## config.mk

```make
export PLATFORM = sky130hd
export DESIGN_NAME = life_generation_stream
export DESIGN_NICKNAME = d
export VERILOG_FILES = /design/src/rtl/core/lgs_pkg.sv /design/src/rtl/core/lgs_fifo.sv /design/src/rtl/core/lgs_front.sv /design/src/rtl/core/lgs_back.sv /design/src/rtl/core/life_generation_stream.sv
export SDC_FILE = /design/constraint.sdc
export NUM_CORES = 1
export LEC_CHECK = 0
export ABC_AREA = 1
export BUFFER_PORTS_ARGS = -buffer_cell sky130_fd_sc_hd__buf_2
export CORE_ASPECT_RATIO = 1.5
export CORE_MARGIN = 2
export CORE_UTILIZATION = 63
export CTS_CLUSTER_DIAMETER = 100
export CTS_CLUSTER_SIZE = 10
export DETAILED_ROUTE_END_ITERATION = 16
export PLACE_DENSITY = 0.79
export SLEW_MARGIN = 20
export SYNTH_ARGS = -nofsm -noshare
export SYNTH_HDL_FRONTEND = slang
export SYNTH_SLANG_ARGS = --single-unit
```

## constraint.sdc

```tcl
create_clock -name clk -period 4.7 [get_ports clk]
set_input_delay 0.235 -clock clk [delete_from_list [all_inputs] [get_ports clk]]
set_output_delay 0.235 -clock clk [all_outputs]
set_load 0.05 [all_outputs]
```

## src/rtl/core/lgs_pkg.sv

```systemverilog
`timescale 1ns / 1ps
`default_nettype none
// ----------------------------------------------------------------------------
// lgs_pkg
// Shared types and constants of the Life generation stream: the payload
// structs of both channels, register indexes and default grid limits.
// ----------------------------------------------------------------------------
package lgs_pkg;

	// default grid limits and register reset value
	localparam int DEF_MAX_WIDTH  = 64;
	localparam int DEF_MAX_HEIGHT = 64;
	localparam int DIM_RESET      = 64;

	// configuration port
	localparam int CFG_IDX_W  = 2;
	localparam int CFG_DATA_W = 7;
	localparam logic [CFG_IDX_W-1:0] REG_GRID_WIDTH  = 2'd0;
	localparam logic [CFG_IDX_W-1:0] REG_GRID_HEIGHT = 2'd1;

	// front to back queue
	localparam int QUEUE_DEPTH = 4;

	// B3/S23 neighbour counts
	localparam logic [3:0] SURVIVE_LO  = 4'd2;
	localparam logic [3:0] BIRTH_COUNT = 4'd3;

	// emitted coordinate width
	localparam int COORD_W = 6;

	typedef struct packed {
		logic cell_alive;
		logic drain;
	} in_item_t;

	typedef struct packed {
		logic               next_alive;
		logic [COORD_W-1:0] out_row;
		logic [COORD_W-1:0] out_col;
		logic               last_of_frame;
	} out_item_t;

endpackage
`default_nettype wire

```

## src/rtl/core/lgs_fifo.sv

```systemverilog
`timescale 1ns / 1ps
`default_nettype none
// ----------------------------------------------------------------------------
// lgs_fifo
// Short register queue between the classifying front and the cell back end.
// ----------------------------------------------------------------------------
module lgs_fifo #(
	parameter int DATA_W = 8,
	parameter int DEPTH  = 4
) (
	input  wire logic              clk,
	input  wire logic              arst_n,
	input  wire logic              push,
	input  wire logic [DATA_W-1:0] push_data,
	output logic                   full,
	input  wire logic              pop,
	output logic                   head_valid,
	output logic [DATA_W-1:0]      head_data
);
	localparam int PTR_W = (DEPTH > 1) ? $clog2(DEPTH) : 1;
	localparam int CNT_W = $clog2(DEPTH + 1);

	logic [DATA_W-1:0] slot_q [DEPTH];
	logic [PTR_W-1:0]  wr_ptr_q;
	logic [PTR_W-1:0]  rd_ptr_q;
	logic [CNT_W-1:0]  count_q;

	assign full       = (count_q == CNT_W'(DEPTH));
	assign head_valid = (count_q != '0);
	assign head_data  = slot_q[rd_ptr_q];

	// storage
	always_ff @(posedge clk) begin
		if (push) begin
			slot_q[wr_ptr_q] <= push_data;
		end
	end

	// pointers and fill level
	always_ff @(posedge clk or negedge arst_n) begin
		if (!arst_n) begin
			wr_ptr_q <= '0;
			rd_ptr_q <= '0;
			count_q  <= '0;
		end else begin
			if (push) begin
				wr_ptr_q <= (wr_ptr_q == PTR_W'(DEPTH - 1)) ? '0 : wr_ptr_q + PTR_W'(1);
			end
			if (pop) begin
				rd_ptr_q <= (rd_ptr_q == PTR_W'(DEPTH - 1)) ? '0 : rd_ptr_q + PTR_W'(1);
			end
			if (push && !pop) begin
				count_q <= count_q + CNT_W'(1);
			end else if (pop && !push) begin
				count_q <= count_q - CNT_W'(1);
			end
		end
	end

endmodule
`default_nettype wire

```

## src/rtl/core/lgs_front.sv

```systemverilog
`timescale 1ns / 1ps
`default_nettype none
// ----------------------------------------------------------------------------
// lgs_front
// Accepts input items, holds the grid registers and the raster position,
// drops drains that do nothing and queues the rest with their row and column.
// ----------------------------------------------------------------------------
module lgs_front #(
	parameter int MAX_WIDTH  = 64,
	parameter int MAX_HEIGHT = 64,
	parameter int COL_W      = $clog2(MAX_WIDTH),
	parameter int ROW_W      = $clog2(MAX_HEIGHT + 3),
	parameter int ENT_W      = 1 + ROW_W + COL_W
) (
	input  wire logic                              clk,
	input  wire logic                              arst_n,
	input  wire logic                              item_valid,
	input  wire lgs_pkg::in_item_t                 item,
	output logic                                   item_stall,
	input  wire logic                              cfg_valid,
	output logic                                   cfg_ready,
	input  wire logic [lgs_pkg::CFG_IDX_W-1:0]     cfg_index,
	input  wire logic [lgs_pkg::CFG_DATA_W-1:0]    cfg_data,
	input  wire logic                              q_full,
	output logic                                   q_push,
	output logic [ENT_W-1:0]                       q_data,
	output logic [COL_W-1:0]                       wmax,
	output logic [ROW_W-1:0]                       hgt
);
	import lgs_pkg::*;

	localparam int RST_W = (DIM_RESET > MAX_WIDTH) ? MAX_WIDTH : DIM_RESET;
	localparam int RST_H = (DIM_RESET > MAX_HEIGHT) ? MAX_HEIGHT : DIM_RESET;

	logic [COL_W-1:0] wmax_q;
	logic [ROW_W-1:0] hgt_q;
	logic [COL_W-1:0] col_q;
	logic [ROW_W-1:0] row_q;

	logic             accept;
	logic             cfg_we;
	logic             in_frame;
	logic             flushed;
	logic             proc;
	logic             cell_v;
	logic [ROW_W-1:0] r;
	logic [COL_W-1:0] c;
	logic [31:0]      val_ext;
	logic [31:0]      lim_w;
	logic [31:0]      lim_h;

	assign cfg_ready  = 1'b1;
	assign cfg_we     = cfg_valid && cfg_ready;
	assign item_stall = q_full;
	assign accept     = item_valid && !item_stall;
	assign wmax       = wmax_q;
	assign hgt        = hgt_q;

	// clamp written dimensions to 1..max
	always_comb begin
		val_ext = 32'(cfg_data);
		if (val_ext == 32'd0) begin
			lim_w = 32'd1;
			lim_h = 32'd1;
		end else begin
			lim_w = (val_ext > 32'(MAX_WIDTH)) ? 32'(MAX_WIDTH) : val_ext;
			lim_h = (val_ext > 32'(MAX_HEIGHT)) ? 32'(MAX_HEIGHT) : val_ext;
		end
	end

	// classify the item against the raster position
	always_comb begin
		in_frame = (row_q < hgt_q);
		// flush is over once row height+1, column 0 went through
		flushed  = (row_q > hgt_q + ROW_W'(1))
			|| ((row_q == hgt_q + ROW_W'(1)) && (col_q != '0));
		if (item.drain) begin
			proc   = !in_frame && !flushed;
			cell_v = 1'b0;
			r      = row_q;
			c      = col_q;
		end else begin
			proc   = 1'b1;
			cell_v = item.cell_alive;
			// a cell after the whole frame starts a new one
			r      = in_frame ? row_q : '0;
			c      = in_frame ? col_q : '0;
		end
	end

	assign q_push = accept && proc;
	assign q_data = {cell_v, r, c};

	// grid registers and raster position
	always_ff @(posedge clk or negedge arst_n) begin
		if (!arst_n) begin
			wmax_q <= COL_W'(RST_W - 1);
			hgt_q  <= ROW_W'(RST_H);
			col_q  <= '0;
			row_q  <= '0;
		end else if (cfg_we) begin
			if (cfg_index == REG_GRID_WIDTH) begin
				wmax_q <= COL_W'(lim_w - 32'd1);
				col_q  <= '0;
				row_q  <= '0;
			end else if (cfg_index == REG_GRID_HEIGHT) begin
				hgt_q <= ROW_W'(lim_h);
				col_q <= '0;
				row_q <= '0;
			end
		end else if (q_push) begin
			if (c == wmax_q) begin
				col_q <= '0;
				row_q <= r + ROW_W'(1);
			end else begin
				col_q <= c + COL_W'(1);
				row_q <= r;
			end
		end
	end

endmodule
`default_nettype wire

```

## src/rtl/core/lgs_back.sv

```systemverilog
`timescale 1ns / 1ps
`default_nettype none
// ----------------------------------------------------------------------------
// lgs_back
// Line store, 3x3 window and B3/S23 rule. Pops one queued cell a cycle
// while the output register is free, reads its column of the two rows above,
// and emits the cell one row and one column behind into the output register.
// ----------------------------------------------------------------------------
module lgs_back #(
	parameter int MAX_WIDTH  = 64,
	parameter int MAX_HEIGHT = 64,
	parameter int COL_W      = $clog2(MAX_WIDTH),
	parameter int ROW_W      = $clog2(MAX_HEIGHT + 3),
	parameter int ENT_W      = 1 + ROW_W + COL_W
) (
	input  wire logic             clk,
	input  wire logic             arst_n,
	input  wire logic             q_valid,
	input  wire logic [ENT_W-1:0] q_data,
	output logic                  q_pop,
	input  wire logic [COL_W-1:0] wmax,
	input  wire logic [ROW_W-1:0] hgt,
	output logic                  res_valid,
	input  wire logic             res_stall,
	output lgs_pkg::out_item_t    res
);
	import lgs_pkg::*;

	// line store: bit 1 the row two above, bit 0 the row just above
	logic [1:0]       line_mem [MAX_WIDTH];

	logic             q_cell;
	logic [ROW_W-1:0] q_row;
	logic [COL_W-1:0] q_col;

	logic             valid_s1;
	logic             cell_s1;
	logic [ROW_W-1:0] row_s1;
	logic [COL_W-1:0] col_s1;
	logic [1:0]       rd_s1;
	logic [8:0]       window_q;
	logic             res_valid_q;
	out_item_t        res_q;

	logic             out_free;
	logic             fire;
	logic             take;
	logic             col0;
	logic             top;
	logic             mid;
	logic [8:0]       base;
	logic [8:0]       new_win;
	logic [8:0]       ewin;
	logic [8:0]       nb;
	logic [3:0]       n;
	logic             emit;
	logic             next_v;
	logic [ROW_W-1:0] erow;
	logic [COL_W-1:0] ecol;

	assign q_cell = q_data[ENT_W-1];
	assign q_row  = q_data[COL_W +: ROW_W];
	assign q_col  = q_data[COL_W-1:0];

	// stage handshake
	assign out_free = !res_valid_q || !res_stall;
	assign fire     = valid_s1 && out_free;
	assign take     = !valid_s1 || fire;
	assign q_pop    = q_valid && take;

	// window shift and neighbour count
	always_comb begin
		col0    = (col_s1 == '0);
		top     = (row_s1 >= ROW_W'(2)) ? rd_s1[1] : 1'b0;
		mid     = (row_s1 >= ROW_W'(1)) ? rd_s1[0] : 1'b0;
		base    = col0 ? 9'd0 : window_q;
		new_win = {cell_s1, mid, top, base[8:3]};
		// first column closes the previous row with a dead column on its right
		ewin    = col0 ? {3'b000, window_q[8:3]} : new_win;
		emit    = col0 ? (row_s1 >= ROW_W'(2)) : (row_s1 >= ROW_W'(1));
		erow    = col0 ? row_s1 - ROW_W'(2) : row_s1 - ROW_W'(1);
		ecol    = col0 ? wmax : col_s1 - COL_W'(1);
		nb      = ewin & 9'h1EF;
		n       = '0;
		for (int k = 0; k < 9; k++) begin
			n = n + 4'(nb[k]);
		end
		if (ewin[4]) begin
			next_v = (n == SURVIVE_LO) || (n == BIRTH_COUNT);
		end else begin
			next_v = (n == BIRTH_COUNT);
		end
	end

	// line store write and registered read with same-column bypass
	always_ff @(posedge clk) begin
		if (fire) begin
			line_mem[col_s1] <= {rd_s1[0], cell_s1};
		end
		if (q_pop) begin
			if (fire && (col_s1 == q_col)) begin
				rd_s1 <= {rd_s1[0], cell_s1};
			end else begin
				rd_s1 <= line_mem[q_col];
			end
			cell_s1 <= q_cell;
			row_s1  <= q_row;
			col_s1  <= q_col;
		end
	end

	// result payload
	always_ff @(posedge clk) begin
		if (fire && emit) begin
			res_q.next_alive    <= next_v;
			res_q.out_row       <= COORD_W'(erow);
			res_q.out_col       <= COORD_W'(ecol);
			res_q.last_of_frame <= (erow == hgt - ROW_W'(1)) && (ecol == wmax);
		end
	end

	// stage valid, window and output valid
	always_ff @(posedge clk or negedge arst_n) begin
		if (!arst_n) begin
			valid_s1    <= 1'b0;
			window_q    <= '0;
			res_valid_q <= 1'b0;
		end else begin
			if (take) begin
				valid_s1 <= q_valid;
			end
			if (fire) begin
				window_q <= new_win;
			end
			if (fire && emit) begin
				res_valid_q <= 1'b1;
			end else if (!res_stall) begin
				res_valid_q <= 1'b0;
			end
		end
	end

	assign res_valid = res_valid_q;
	assign res       = res_q;

endmodule
`default_nettype wire

```

## src/rtl/core/life_generation_stream.sv

```systemverilog
`timescale 1ns / 1ps
`default_nettype none
// ----------------------------------------------------------------------------
// life_generation_stream
// One generation of Life (B3/S23) on a bounded, non-wrapping grid.
//
// The current generation enters on the item channel, one cell per transfer
// in raster order. After the last cell, grid_width + 1 drain transfers flush
// the final row; other drains are dropped. A cell sent after the frame is
// complete starts the next frame. Each processed cell yields the next state
// of the cell one row and one column behind, with its row, column and a flag
// on the last cell of the grid, on the res channel.
// Throughput is one item per cycle unless the output stalls; the line store
// is read and written once per cycle at the cell's column. Items pass the
// queue to the stage register, which feeds the output register. Grid size
// is set on the cfg port (index 0 width, 1 height) by the user only while
// idle, which the block does not enforce; a write restarts the frame. Reset
// clears the position and sets a 64x64 grid; the line store is not cleared,
// rows above the grid read as dead. When res_stall is high the output holds
// and a short queue absorbs input until it fills, then item_stall rises.
// ----------------------------------------------------------------------------
module life_generation_stream #(
	parameter int MAX_WIDTH  = lgs_pkg::DEF_MAX_WIDTH,
	parameter int MAX_HEIGHT = lgs_pkg::DEF_MAX_HEIGHT
) (
	input  wire logic                           clk,
	input  wire logic                           arst_n,
	input  wire logic                           item_valid,
	output logic                                item_stall,
	input  wire lgs_pkg::in_item_t              item,
	output logic                                res_valid,
	input  wire logic                           res_stall,
	output lgs_pkg::out_item_t                  res,
	input  wire logic                           cfg_valid,
	output logic                                cfg_ready,
	input  wire logic [lgs_pkg::CFG_IDX_W-1:0]  cfg_index,
	input  wire logic [lgs_pkg::CFG_DATA_W-1:0] cfg_data
);
	import lgs_pkg::*;

	localparam int COL_W = $clog2(MAX_WIDTH);
	localparam int ROW_W = $clog2(MAX_HEIGHT + 3);
	localparam int ENT_W = 1 + ROW_W + COL_W;

	logic             q_full;
	logic             q_push;
	logic [ENT_W-1:0] q_in;
	logic             q_pop;
	logic             q_valid;
	logic [ENT_W-1:0] q_out;
	logic [COL_W-1:0] wmax;
	logic [ROW_W-1:0] hgt;

	// accept, classify and position
	lgs_front #(
		.MAX_WIDTH  (MAX_WIDTH),
		.MAX_HEIGHT (MAX_HEIGHT),
		.COL_W      (COL_W),
		.ROW_W      (ROW_W),
		.ENT_W      (ENT_W)
	) u_front (
		.clk        (clk),
		.arst_n     (arst_n),
		.item_valid (item_valid),
		.item       (item),
		.item_stall (item_stall),
		.cfg_valid  (cfg_valid),
		.cfg_ready  (cfg_ready),
		.cfg_index  (cfg_index),
		.cfg_data   (cfg_data),
		.q_full     (q_full),
		.q_push     (q_push),
		.q_data     (q_in),
		.wmax       (wmax),
		.hgt        (hgt)
	);

	// decoupling queue
	lgs_fifo #(
		.DATA_W (ENT_W),
		.DEPTH  (QUEUE_DEPTH)
	) u_fifo (
		.clk        (clk),
		.arst_n     (arst_n),
		.push       (q_push),
		.push_data  (q_in),
		.full       (q_full),
		.pop        (q_pop),
		.head_valid (q_valid),
		.head_data  (q_out)
	);

	// line store, window and rule
	lgs_back #(
		.MAX_WIDTH  (MAX_WIDTH),
		.MAX_HEIGHT (MAX_HEIGHT),
		.COL_W      (COL_W),
		.ROW_W      (ROW_W),
		.ENT_W      (ENT_W)
	) u_back (
		.clk       (clk),
		.arst_n    (arst_n),
		.q_valid   (q_valid),
		.q_data    (q_out),
		.q_pop     (q_pop),
		.wmax      (wmax),
		.hgt       (hgt),
		.res_valid (res_valid),
		.res_stall (res_stall),
		.res       (res)
	);

endmodule
`default_nettype wire
```

Word level (Yosys, flattened, before mapping)
Memory sizes are Yosys's and may differ from the RTL's. A register that Yosys moved wholly into a read port is not among the register bits.
Cells that the tools add are included.
Word-level totals
  register bits: 72
  RAM bits: 184
  input bits: 16
  output and inout port bits: 17
  logic and storage cells: 124
  memories: 2
Memories
  u_back.line_mem: words 64, width 2, read ports 1, clocked after Yosys merged registers in 1, write ports 1, line lgs_back.sv:30  | logic [1:0] line_mem [MAX_WIDTH];
  u_fifo.slot_q: words 4, width 14, read ports 1, clocked after Yosys merged registers in 0, write ports 1, line lgs_fifo.sv:23  | logic [DATA_W-1:0] slot_q [DEPTH];
Cells by class
  $add $sub $neg: 19
  magnitude comparators: 5
  eq/ne operators: 12
  mux-type cells: 36
  bitwise gates (word level): 1
  reduce and logical (&&, ||, !) cells: 32
Operators with widths (count)
  $mux 7: 10
  $mux 6: 8
  $add 4x1->4: 6
  $mux 9: 2
  $add 7x1->7 const B: 2
  $eq 7x7->1: 2
  $sub 7x1->7 const B: 2
  $eq 6x6->1: 2
  $mux 1: 12
  $sub 6x1->6 const B: 2
  $logic_and 1x1->1: 10
  $eq 4x2->1 const B: 2
  $logic_not 1->1: 8
  $ge 7x1->1 const B: 1
  $ge 7x2->1 const B: 1
  $gt 7x7->1: 1
  $gt 7x7->1 const B: 1
  $logic_not 7->1: 1
  $lt 7x7->1: 1
  $sub 7x2->7 const B: 1
  $add 6x1->6 const B: 1
  $logic_not 6->1: 1
  $mux 3: 2
  $reduce_bool 6->1: 1
  17 further kinds: 25

Depth between registers and ports, before layout
Gate-level depths: netlist (run 1).
  depth after elaboration: 13
  mapped depth: 21
  gate-level depth less buffers: 20

Hierarchy
From an unflattened synthesis (run 1), not the netlist that was laid out.
Second synthesis, totals
  cells, all modules: 1320
  area, all modules: 12742.2 um2
Modules (own cells, without submodules)
  lgs_back: instances 1, cells an instance 793, area each 7938.9 um2, sequential area each 4944.7 um2
  lgs_fifo: instances 1, cells an instance 216, area each 2660.1 um2, sequential area each 1856.8 um2
  lgs_front: instances 1, cells an instance 311, area each 2143.3 um2, sequential area each 659.4 um2

Worst setup path after synthesis (run 1)
No wires, ideal clock.
  kind: register to register
  from: reg u_back.col_s1[0]
  to: reg u_back.res_q (netlist bit u_back.res[13]) (data pin)
  setup time: 0.207 ns
  data arrival time: 3.230 ns
  data required time: 4.493 ns
  setup slack: 1.262 ns
  cell stages (with the launch flop): 13
  path buffers: 2
  period minus slack after synthesis: 3.438 ns
  cell sequence: edfxtp_1 clkbuf_1 clkinv_1 ha_1 nand3_1 nor2_1 buf_4 nor2_1 fa_1 fa_1 inv_1 fa_1 a2111oi_0
Between the ends
  word-level cells in the longest chain between the ends: 13
  elaborated cells between the ends (all ways): 14
  those cells by class: 7 x add/sub; 2 x eq/ne; 3 x mux; 2 x reduce/logical
RTL lines
  start: declaration: line lgs_back.sv:39  | logic [COL_W-1:0] col_s1;
  start signal: assignment: line lgs_back.sv:108  | col_s1 <= q_col;
  $logic_not 6->1 *: line lgs_back.sv:73  | col0 = (col_s1 == '0);
  $mux 9: line lgs_back.sv:76  | base = col0 ? 9'd0 : window_q;
  $mux 9 *: line lgs_back.sv:79  | ewin = col0 ? {3'b000, window_q[8:3]} : new_win;
  $add 1x1->2: line lgs_back.sv:86  | n = n + 4'(nb[k]);
  $add 4x1->4 (6 in series): line lgs_back.sv:86
  $eq 4x2->1, on equally long branches: line lgs_back.sv:89, lgs_back.sv:91
  $logic_or 1x1->1: line lgs_back.sv:89  | next_v = (n == SURVIVE_LO) || (n == BIRTH_COUNT);
  $mux 1 *: line lgs_back.sv:88  | if (ewin[4]) begin
  via u_back.next_v: line lgs_back.sv:57  | logic next_v;
  end: declaration: line lgs_back.sv:43  | out_item_t res_q;
Mark *: on every way through the listed nets, which the timed path passes. The rest lies on a longest branch.
A chain may end at the register's enable or synchronous reset.

Final worst setup path (run 1)
Same ends and word-level chain as after synthesis.

==> results of run 1 <==
[per-layer routing]
metal,wire length [um],share of wire,vias up
met2,14900,0.52,384
met4,1940,0.067,0
li1,-,-,4423
met5,0,0,-
met1,10100,0.35,4415
met3,1710,0.060,121
[power breakdown]
part           leakage, nW  switching [mW]  internal [mW]
logic                 2.91            2.79           1.07
registers             2.49           0.267           3.09
clock network        0.389           0.839           1.15
total                 5.79            3.89           5.31
[area by class of cell]
class / instances / area share
clock buffer: 52 / 0.0586
inverter: 159 / 0.0430
clock inverter: 2 / 0.00117
timing repair buffer: 46 / 0.0199
sequential: 255 / 0.538
multi-input combinational: 832 / 0.316
tap: 260 / 0.0235
[layout by cell type (no fill, tap or decap), types with 3 or more instances in the layout]
master,n
clkbuf_1,23
nand2_2,4
edfxtp_1,214
o21ai_0,60
nor2_2,3
clkbuf_16,29
fa_1,5
nand3_1,166
nor4_1,7
nand4_1,13
buf_4,14
xnor2_1,6
nand3b_1,50
nand2_1,283
nor2_1,116
a21oi_1,13
ha_1,34
inv_2,5
dfstp_2,7
clkinv_1,5
o22ai_1,13
dfrtp_1,34
xor2_1,28
buf_2,30
inv_1,149
nor3_1,10
[what timing repair did]
action	4_1_cts	5_1_grt
setup buffers	0	0
resized for setup	0	0
hold buffers	2	0
endpoints found under the hold margin	36	0
[Yosys cell counts, types with 5 or more instances]
cell,count,share of area
nand3_1,166,0.065
o21ai_0,60,0.024
nor2_1,116,0.034
buf_2,15,0.0059
nor4_1,7,0.0035
ha_1,34,0.034
dfstp_2,7,0.014
xnor2_1,6,0.0041
nor3_1,10,0.0039
xor2_1,28,0.019
inv_2,5,0.0015
fa_1,5,0.0079
o22ai_1,13,0.0064
clkinv_1,5,0.0015
a21oi_1,13,0.0051
dfrtp_1,34,0.067
edfxtp_1,214,0.51
nand3b_1,50,0.030
clkbuf_1,27,0.0080
nand4_1,13,0.0064
nand2_1,284,0.084
buf_4,9,0.0053
inv_1,149,0.044
[registers in the layout (all words and copies together), names as in the netlist]
signal and cells:
u_fifo.wr_ptr_q 2, u_fifo.slot_q 56, u_back.cell_s1 1, u_fifo.count_q 3, u_front.col_q 6, u_back.res_valid 1, u_back.row_s1 7, u_back.col_s1 6
u_front.row_q 7, u_back.rd_s1 2, u_front.wmax 6, u_back.line_mem 128, u_back.window_q 6, u_fifo.rd_ptr_q 2, u_front.hgt 7, u_back.res 14
u_back.valid_s1 1
[logic make-up after synthesis]
logic type,count (synthesis)
buffers and inverters,212
AO/OA/AOI/OAI,99
multiplexers,1
XOR/XNOR,34
AND/OR/NAND/NOR,658
flip-flops,255
other,1
adder cells (fa/ha/maj),39
[worst reg2reg max path, stage by stage (launching register included)]
cell and delay [ns]:
edfxtp_1 0.53, clkinv_1 0.22, ha_1 0.25, nand4_1 0.45, nand2_1 0.18, inv_1 0.07, fa_1 0.48, fa_1 0.45
inv_1 0.08, fa_1 0.40, a2111oi_0 0.36
[worst max path at each step]
stage                                               end  slack, ns  cells past startpoint
after floorplan                u_back.res[13]$_DFFE_PP_       1.26                     12
after global placement    u_fifo.count_q[2]$_DFFE_PN0P_       1.21                     19
after detailed placement       u_back.res[13]$_DFFE_PP_       1.10                     10
after CTS                      u_back.res[13]$_DFFE_PP_       1.03                     10
after global routing           u_back.res[13]$_DFFE_PP_       0.63                     10
final                          u_back.res[13]$_DFFE_PP_       1.02                     10
==> impl_metrics.yaml, run 1 <==
worst_hold_path:
  min_delay_path_depth: 3
  worstHoldPathType: "primary input to register"
  hold_start: "cfg_data[6]"
  timing.hold.worst_endpoint: "u_front.wmax[5]$_DFFE_PN1P_"
layout:
  area_growth_pct: 9.29
  seq_area_um2: 7460
  final_cell_count_no_fill: 1606
  antenna_cells_inserted: 0
  drive_above_1_share: 0.0773
  multi_input_area_um2: 4380
  final_nets: 1378
  stdcell_area_um2: 13900
  util_after_layout: 0.701
  nFillCells: 1492
setup_path:
  worstPathArrival_ns: 4.01
  critical_path.n_buffers_inverters: 3
  worst_r2r_startpoint: "u_back.col_s1[0]$_DFFE_PP_"
  path_delay_family: "adder cells"
  worstSetupPathType: "register to register"
  cp_cell_sequence: "clkinv_1 -> ha_1 -> nand4_1 -> nand2_1 -> inv_1 -> fa_1 -> fa_1 -> inv_1 -> fa_1 -> a2111oi_0"
  r2r-end: "u_back.res[13]$_DFFE_PP_"
  delay_of_the_slowest_critical_path_stage_ns: 0.53
  reg2reg_slack_ns: 1.02
  critical_path.endpoint_type: "register"
  worst_ep_required_time_ns: 5.03
  crit_top_cell: "fa_1"
  timing.critical_path.slowest_stage_cell: "edfxtp_1"
  worstSetupStartpoint: "u_back.col_s1[0]$_DFFE_PP_"
  worstPathMaxFanout: 12
  start_kind: "register"
  worst-r2r-cell-count: 10
yosys:
  synth_cells: 1299
  synthXorXnorAreaFrac: 0.0235
  synth-edff-count: 214
  yosys.cell_types.count: 41
  syn_nets: 1354
  synth_top_flop_cell: "edfxtp_1"
  synth-compound-area-share: 0.0433
  postSynth.asyncResetShare: 0.161
  syn_area_per_cell_um2: 9.77
  share_of_synthesized_area_spent_on_multiplexers: 0.000888
  synthSimpleGateAreaFrac: 0.235
  yosys_register_bits: 255
  synth_sequential_area_ratio: 0.588
  synth_area_um2: 12700
  yosys_warnings: 0
  synthAdderAreaFrac: 0.0414
  main_combinational_cell_family_by_area_after_synthesis: "simple AND/OR/NAND/NOR gates"
grt:
  grt_first_pass_wirelength_mm: 46.0
  globalRouteTotalUtil: 0.277
  grt_start_max_net_pins: 67
  grt_pass1_vias: 9365
  globalRouteOverflowTotal: 0
  grt-busiest-layer: "met2"
  globalRouteMet1Util: 0.299
  gr-usage-met3: 0.0325
  groute.layer.met2.usage: 0.505
  antenna_found_initial: 0
clock_tree:
  cts.reportedPaths.clkPinSlew_ns: 0.07
  cts.htree.levels: 1
  clk_tree_root_cell: "clkbuf_16"
  numCtsBuffers: 29
  numClockSinks: 255
  tritoncts: "built"
  clock_tree.buffer_depth: 3
  worstSkewPairLatency_ns: 0.54
timing:
  post-route-period-util: 0.784
  grt_setup_unrepaired: "false"
  maxSlewViolCount: 0
  max_slew.worst_pin.slew_ns: 1.05
  final.setup.tns_ns: 0
  timing.slew.headroom: 0.301
  finalWorstPathRequiredPeriod_ns: 3.68
  setup_viol: 0
  fmaxAchievable_mhz: 272
  post-route-worst-setup-slack_ns: 1.02
  fin_worst_skew_ns: 0.0162
  fin_worst_hold_slack_ns: 0.0104
  hold_viol: 0
detailed_routing:
  num_vias: 9343
  antenna_violating_nets_post_route: 0
  wl_per_cell_um: 17.9
  remaining_routing_drc_violations: 0
  route.final.wire_length_mm: 28.7
  drt_iter0_drc: 853
  dr.pass1.iters: 5
  route.detailed.vias_per_inst: 5.82
floorplanning:
  num_io_pins: 33
  chipHeight_um: 178
  die-width_um: 120
  initial_utilization: 0.641
  die_area_um2: 21300
  placeableCoreArea_um2: 19800
  rows: 63
placed_design:
  gp_routability_congestion: 0.927
  dp_hpwl_mm: 18.9
  place.detailed.instances: 1550
  detailed_place.area_um2: 13000
  io_buffers: 31
  pre_cts_setup_slack_ns: 1.10
power_and_ir_drop:
  vdd_drop_max_mv: 0.381
  power-per-cell-area_nw_per_um2: 664
  design_power_total_mw: 9.20
  p_leak_nw: 5.79
status:
  result_of_the_run: "completed"
job:
  timing.max_cap.violations: 0
Power figures use the tool's default switching activity.
==> run 2: changes to the inputs <==
Clock period 4.7 ns to 3.8 ns, I/O delays scaled along.
==> impl_metrics.yaml, run 2 (synthesis gave the netlist of run 1 again) <==
timing:
  max_slew.worst_pin.slew_ns: 0.863
  fmaxAchievable_mhz: 286
  timing.slew.headroom: 0.423
  fin_worst_skew_ns: 0.0126
  grt_setup_unrepaired: "false"
  setup_viol: 0
  post-route-period-util: 0.920
  maxSlewViolCount: 0
  finalWorstPathRequiredPeriod_ns: 3.50
  hold_viol: 0
  final.setup.tns_ns: 0
detailed_routing:
  drt_iter0_drc: 644
  route.final.wire_length_mm: 28.7
  remaining_routing_drc_violations: 0
  antenna_violating_nets_post_route: 0
  num_vias: 9292
  route.detailed.vias_per_inst: 5.73
  wl_per_cell_um: 17.7
  dr.pass1.iters: 6
clock_tree:
  tritoncts: "built"
  numClockSinks: 255
  cts.htree.levels: 1
  worstSkewPairLatency_ns: 0.54
  cts.reportedPaths.clkPinSlew_ns: 0.06
  numCtsBuffers: 29
  clock_tree.buffer_depth: 3
  clk_tree_root_cell: "clkbuf_16"
  cts_post_setup_buffers_inserted: 0
setup_path:
  worstSetupPathType: "register to register"
  worstPathMaxFanout: 4
  path_delay_family: "adder cells"
  critical_path.n_buffers_inverters: 2
  start_kind: "register"
  worst_ep_required_time_ns: 4.11
  cp_cell_sequence: "inv_1 -> ha_1 -> nand2_1 -> nor4_1 -> nand2_1 -> nand2_1 -> nor2_1 -> fa_1 -> fa_1 -> inv_1 -> fa_1 -> a2111oi_0"
  timing.critical_path.slowest_stage_cell: "fa_1"
  delay_of_the_slowest_critical_path_stage_ns: 0.47
  critical_path.endpoint_type: "register"
  worstPathArrival_ns: 3.81
floorplanning:
  rows: 63
  placeableCoreArea_um2: 19800
  die-width_um: 120
  chipHeight_um: 178
  num_io_pins: 33
  initial_utilization: 0.641
  die_area_um2: 21300
layout:
  drive_above_1_share: 0.0866
  antenna_cells_inserted: 0
  area_growth_pct: 10.4
  largest-register: "u_back.line_mem"
  layout_common_cells: "283 x nand2_1, 214 x edfxtp_1, 166 x nand3_1, 149 x inv_1, 116 x nor2_1"
  final_nets: 1394
  final_common_cell: "nand2_1"
  number_of_flip_flops_in_the_largest_register: 128
  final_cell_count_no_fill: 1622
grt:
  antenna_found_initial: 0
  grt_pass1_vias: 9457
  grt_start_max_net_pins: 75
  globalRouteTotalUtil: 0.275
  grt_first_pass_wirelength_mm: 45.6
  globalRouteOverflowTotal: 0
power_and_ir_drop:
  p_leak_nw: 5.87
  power-per-cell-area_nw_per_um2: 818
  design_power_total_mw: 11.5
  vdd_drop_max_mv: 0.512
worst_hold_path:
  worstHoldPathType: "primary input to register"
placed_design:
  io_buffers: 31
  dp_hpwl_mm: 19.2
  place.detailed.instances: 1562
  gp_routability_congestion: 0.926
status:
  result_of_the_run: "completed"
job:
  timing.max_cap.violations: 0
run 2: final timing paths:
path / to / slack [ns] / depth (start not counted) / from
worst max-delay path: u_back.res[13]$_DFFE_PP_ / 0.30 / 12 / u_back.row_s1[1]$_DFFE_PP_
worst min-delay path: u_front.hgt[6]$_DFFE_PN1P_ / 0.007 / 3 / cfg_data[6]
worst max register to register: u_back.res[13]$_DFFE_PP_ / 0.30 / 12 / u_back.row_s1[1]$_DFFE_PP_
worst min register to register: u_back.valid_s1$_DFFE_PN0N_ / 0.51 / 2 / u_back.valid_s1$_DFFE_PN0N_
max in group asynchronous: u_front.hgt[6]$_DFFE_PN1P_ / 3.20 / 3 / arst_n
min in group asynchronous: u_front.hgt[3]$_DFFE_PN0P_ / 0.06 / 2 / arst_n
run 2: final cells by class:
cell class	instances	area (um^2)
tap	260	325
clock buffer	52	812
inverter	159	597
timing repair buffer	62	425
sequential	255	7460
clock inverter	2	16.3
multi-input combinational	832	4380
fill	1435	5770
run 2: what timing repair did:
action	CTS	global route
setup endpoints to repair	0	2
hold buffers	5	0
endpoints found under the hold margin	37	0
gates resized for setup	0	2
run 2: routing by layer:
metal | track usage | routed length [um] | share of wire
met3 | 0.0328 | 1440 | 0.050
met4 | 0.183 | 2040 | 0.071
met5 | 0 | 0 | 0
met1 | 0.297 | 10000 | 0.35
met2 | 0.503 | 15200 | 0.53
run 2: worst reg2reg max path, cell delays in order (launching register included):
cell       delay [ns]
edfxtp_1         0.42
inv_1            0.15
ha_1             0.18
nand2_1          0.06
nor4_1           0.42
nand2_1          0.11
nand2_1          0.11
nor2_1           0.06
fa_1             0.47
fa_1             0.45
inv_1            0.08
fa_1             0.40
a2111oi_0        0.38
run 2: stage by stage:
step	utilization	worst slack (ns)	hold slack [ns]	instance area, um^2
2_1_floorplan	-	0.362	-0.106	12700
4_1_cts	0.707	0.168	0.00119	14000
5_1_grt	0.708	0.0224	0.0476	14000
3_3_place_gp	0.663	0.266	0.382	13100
3_5_place_dp	0.663	0.179	0.387	13100
6_report	0.708	0.302	0.00724	14000
run 2: report_power, final:
| group | internal, mW | total (mW) | switching (mW) |
|---|---|---|---|
| logic | 1.40 | 4.93 | 3.53 |
| registers | 3.82 | 4.08 | 0.261 |
| clock network | 1.43 | 2.44 | 1.02 |
==> run 3: changes to the inputs <==
Settings changed: BUFFER_PORTS_ARGS -buffer_cell sky130_fd_sc_hd__buf_2 to -buffer_cell sky130_fd_sc_hd__buf_4.
==> impl_metrics.yaml, run 3 (synthesis gave the netlist of run 1 again) <==
timing:
  timing.slew.headroom: 0.474
  fin_worst_skew_ns: 0.0131
  fmaxAchievable_mhz: 287
  grt_setup_unrepaired: "false"
  hold_viol: 0
  max_slew.worst_pin.slew_ns: 0.788
  final.setup.tns_ns: 0
  post-route-worst-setup-slack_ns: 0.312
  maxSlewViolCount: 0
  post-route-period-util: 0.918
  finalWorstPathRequiredPeriod_ns: 3.49
  setup_viol: 0
setup_path:
  delay_of_the_slowest_critical_path_stage_ns: 0.48
  worstSetupStartpoint: "u_back.row_s1[1]$_DFFE_PP_"
  critical_path.n_buffers_inverters: 2
  worst_ep_required_time_ns: 4.13
  worst_r2r_startpoint: "u_back.row_s1[1]$_DFFE_PP_"
  path_delay_family: "adder cells"
  critical_path.endpoint_type: "register"
  start_kind: "register"
  cp_cell_sequence: "inv_1 -> ha_1 -> nand2_1 -> nor4_1 -> nand2_1 -> nand2_1 -> nor2_1 -> fa_1 -> fa_1 -> inv_1 -> fa_1 -> a2111oi_0"
  worstPathArrival_ns: 3.81
  timing.critical_path.slowest_stage_cell: "fa_1"
  worstSetupPathType: "register to register"
  worstPathMaxFanout: 4
floorplanning:
  chipHeight_um: 178
  placeableCoreArea_um2: 19800
  die-width_um: 120
  rows: 63
  die_area_um2: 21300
  num_io_pins: 33
  initial_utilization: 0.641
detailed_routing:
  route.layer.met1.wl_mm: 10.3
  wl_per_cell_um: 17.9
  route.final.wire_length_mm: 29.0
  wl_met3_mm: 1.57
  route.detailed.vias_per_inst: 5.78
  num_vias: 9375
  antenna_violating_nets_post_route: 0
  drt_iter0_drc: 886
  dr.pass1.iters: 5
  met2WireLength_mm: 15.4
  remaining_routing_drc_violations: 0
  dr.max_layer_used: "met4"
layout:
  layout_common_cells: "282 x nand2_1, 214 x edfxtp_1, 166 x nand3_1, 149 x inv_1, 116 x nor2_1"
  final_common_cell: "nand2_1"
  final_nets: 1394
  largest-register: "u_back.line_mem"
  seq_area_um2: 7460
  stdcell_area_um2: 14100
  number_of_flip_flops_in_the_largest_register: 128
  multi_input_area_um2: 4380
  nFillCells: 1429
  util_after_layout: 0.712
  antenna_cells_inserted: 0
  area_growth_pct: 11.0
  drive_above_1_share: 0.0874
status:
  result_of_the_run: "completed"
placed_design:
  gp_routability_congestion: 0.921
  detailed_place.area_um2: 13200
  io_buffers: 31
  pre_cts_setup_slack_ns: 0.130
  dp_hpwl_mm: 19.2
grt:
  globalRouteOverflowTotal: 0
  antenna_found_initial: 0
  globalRouteTotalUtil: 0.279
  grt_pass1_vias: 9300
  grt_first_pass_wirelength_mm: 46.2
  grt_start_max_net_pins: 67
power_and_ir_drop:
  p_leak_nw: 5.89
  power-per-cell-area_nw_per_um2: 818
  design_power_total_mw: 11.5
  vdd_drop_max_mv: 0.482
clock_tree:
  clk_tree_root_cell: "clkbuf_16"
  numClockSinks: 255
  cts.htree.levels: 1
  worstSkewPairLatency_ns: 0.54
  numCtsBuffers: 29
  cts.reportedPaths.clkPinSlew_ns: 0.06
  tritoncts: "built"
  cts_post_setup_buffers_inserted: 0
  clock_tree.buffer_depth: 3
job:
  timing.max_cap.violations: 0
worst_hold_path:
  hold_start: "cfg_data[1]"
  worstHoldPathType: "primary input to register"
==> run 3: cell count changes in the layout (fill, tap and decap cells not counted), sizes merged <==
| cell | change |
|---|---|
| buf | -1 |
| dlygate4sd3 | +1 |
==> run 3: report_power, final <==
part           total [mW]  internal (mW)  leakage [nW]  switching (mW)
Sequential           4.10           3.82          2.49           0.279
Combinational        4.98           1.46          3.01            3.53
Clock                2.45           1.43         0.389            1.02
Total                11.5           6.71          5.89            4.82
==> run 3: timing repair <==
action | in CTS | in global routing
hold endpoints to repair | 38 | 0
gates resized for setup | 0 | 4
setup endpoints to repair | 0 | 2
hold buffers | 6 | 0
==> run 3: worst paths after layout <==
check | endpoint | cells after the start | slack (ns)
hold / removal | u_front.hgt[1]$_DFFE_PN0P_ | 3 | 0.03
hold reg to reg | u_back.window_q[4]$_DFFE_PN0P_ | 2 | 0.49
setup / recovery | u_back.res[13]$_DFFE_PP_ | 12 | 0.31
max in group asynchronous | u_fifo.wr_ptr_q[1]$_DFFE_PN0P_ | 2 | 3.22
setup reg to reg | u_back.res[13]$_DFFE_PP_ | 12 | 0.31
min in group asynchronous | u_front.hgt[0]$_DFFE_PN0P_ | 2 | 0.18
==> run 3: worst min-delay path, cell delays in order <==
cell     delay [ns]
buf_4          0.11
nand2_1        0.12
o21ai_0        0.09
==> run 3: area by class of cell <==
type | instances | share of cell area
sequential | 255 | 0.530
multi-input combinational | 832 | 0.311
clock buffer | 52 | 0.0576
inverter | 159 | 0.0424
timing repair buffer | 62 | 0.0350
tap | 260 | 0.0231
clock inverter | 2 | 0.00115
==> run 3: metal layers <==
layer	GRT usage	up-vias
met5	0	-
met4	0.168	0
met3	0.0347	122
met2	0.515	386
met1	0.303	4424
li1	-	4443
==> run 3: stage by stage <==
stage	instances	hold slack, ns
floorplan	1299	-0.106
global placement	1562	0.204
detailed placement	1562	0.208
CTS	1622	0.00974
global route	1622	0.0386
finish	1622	0.0258
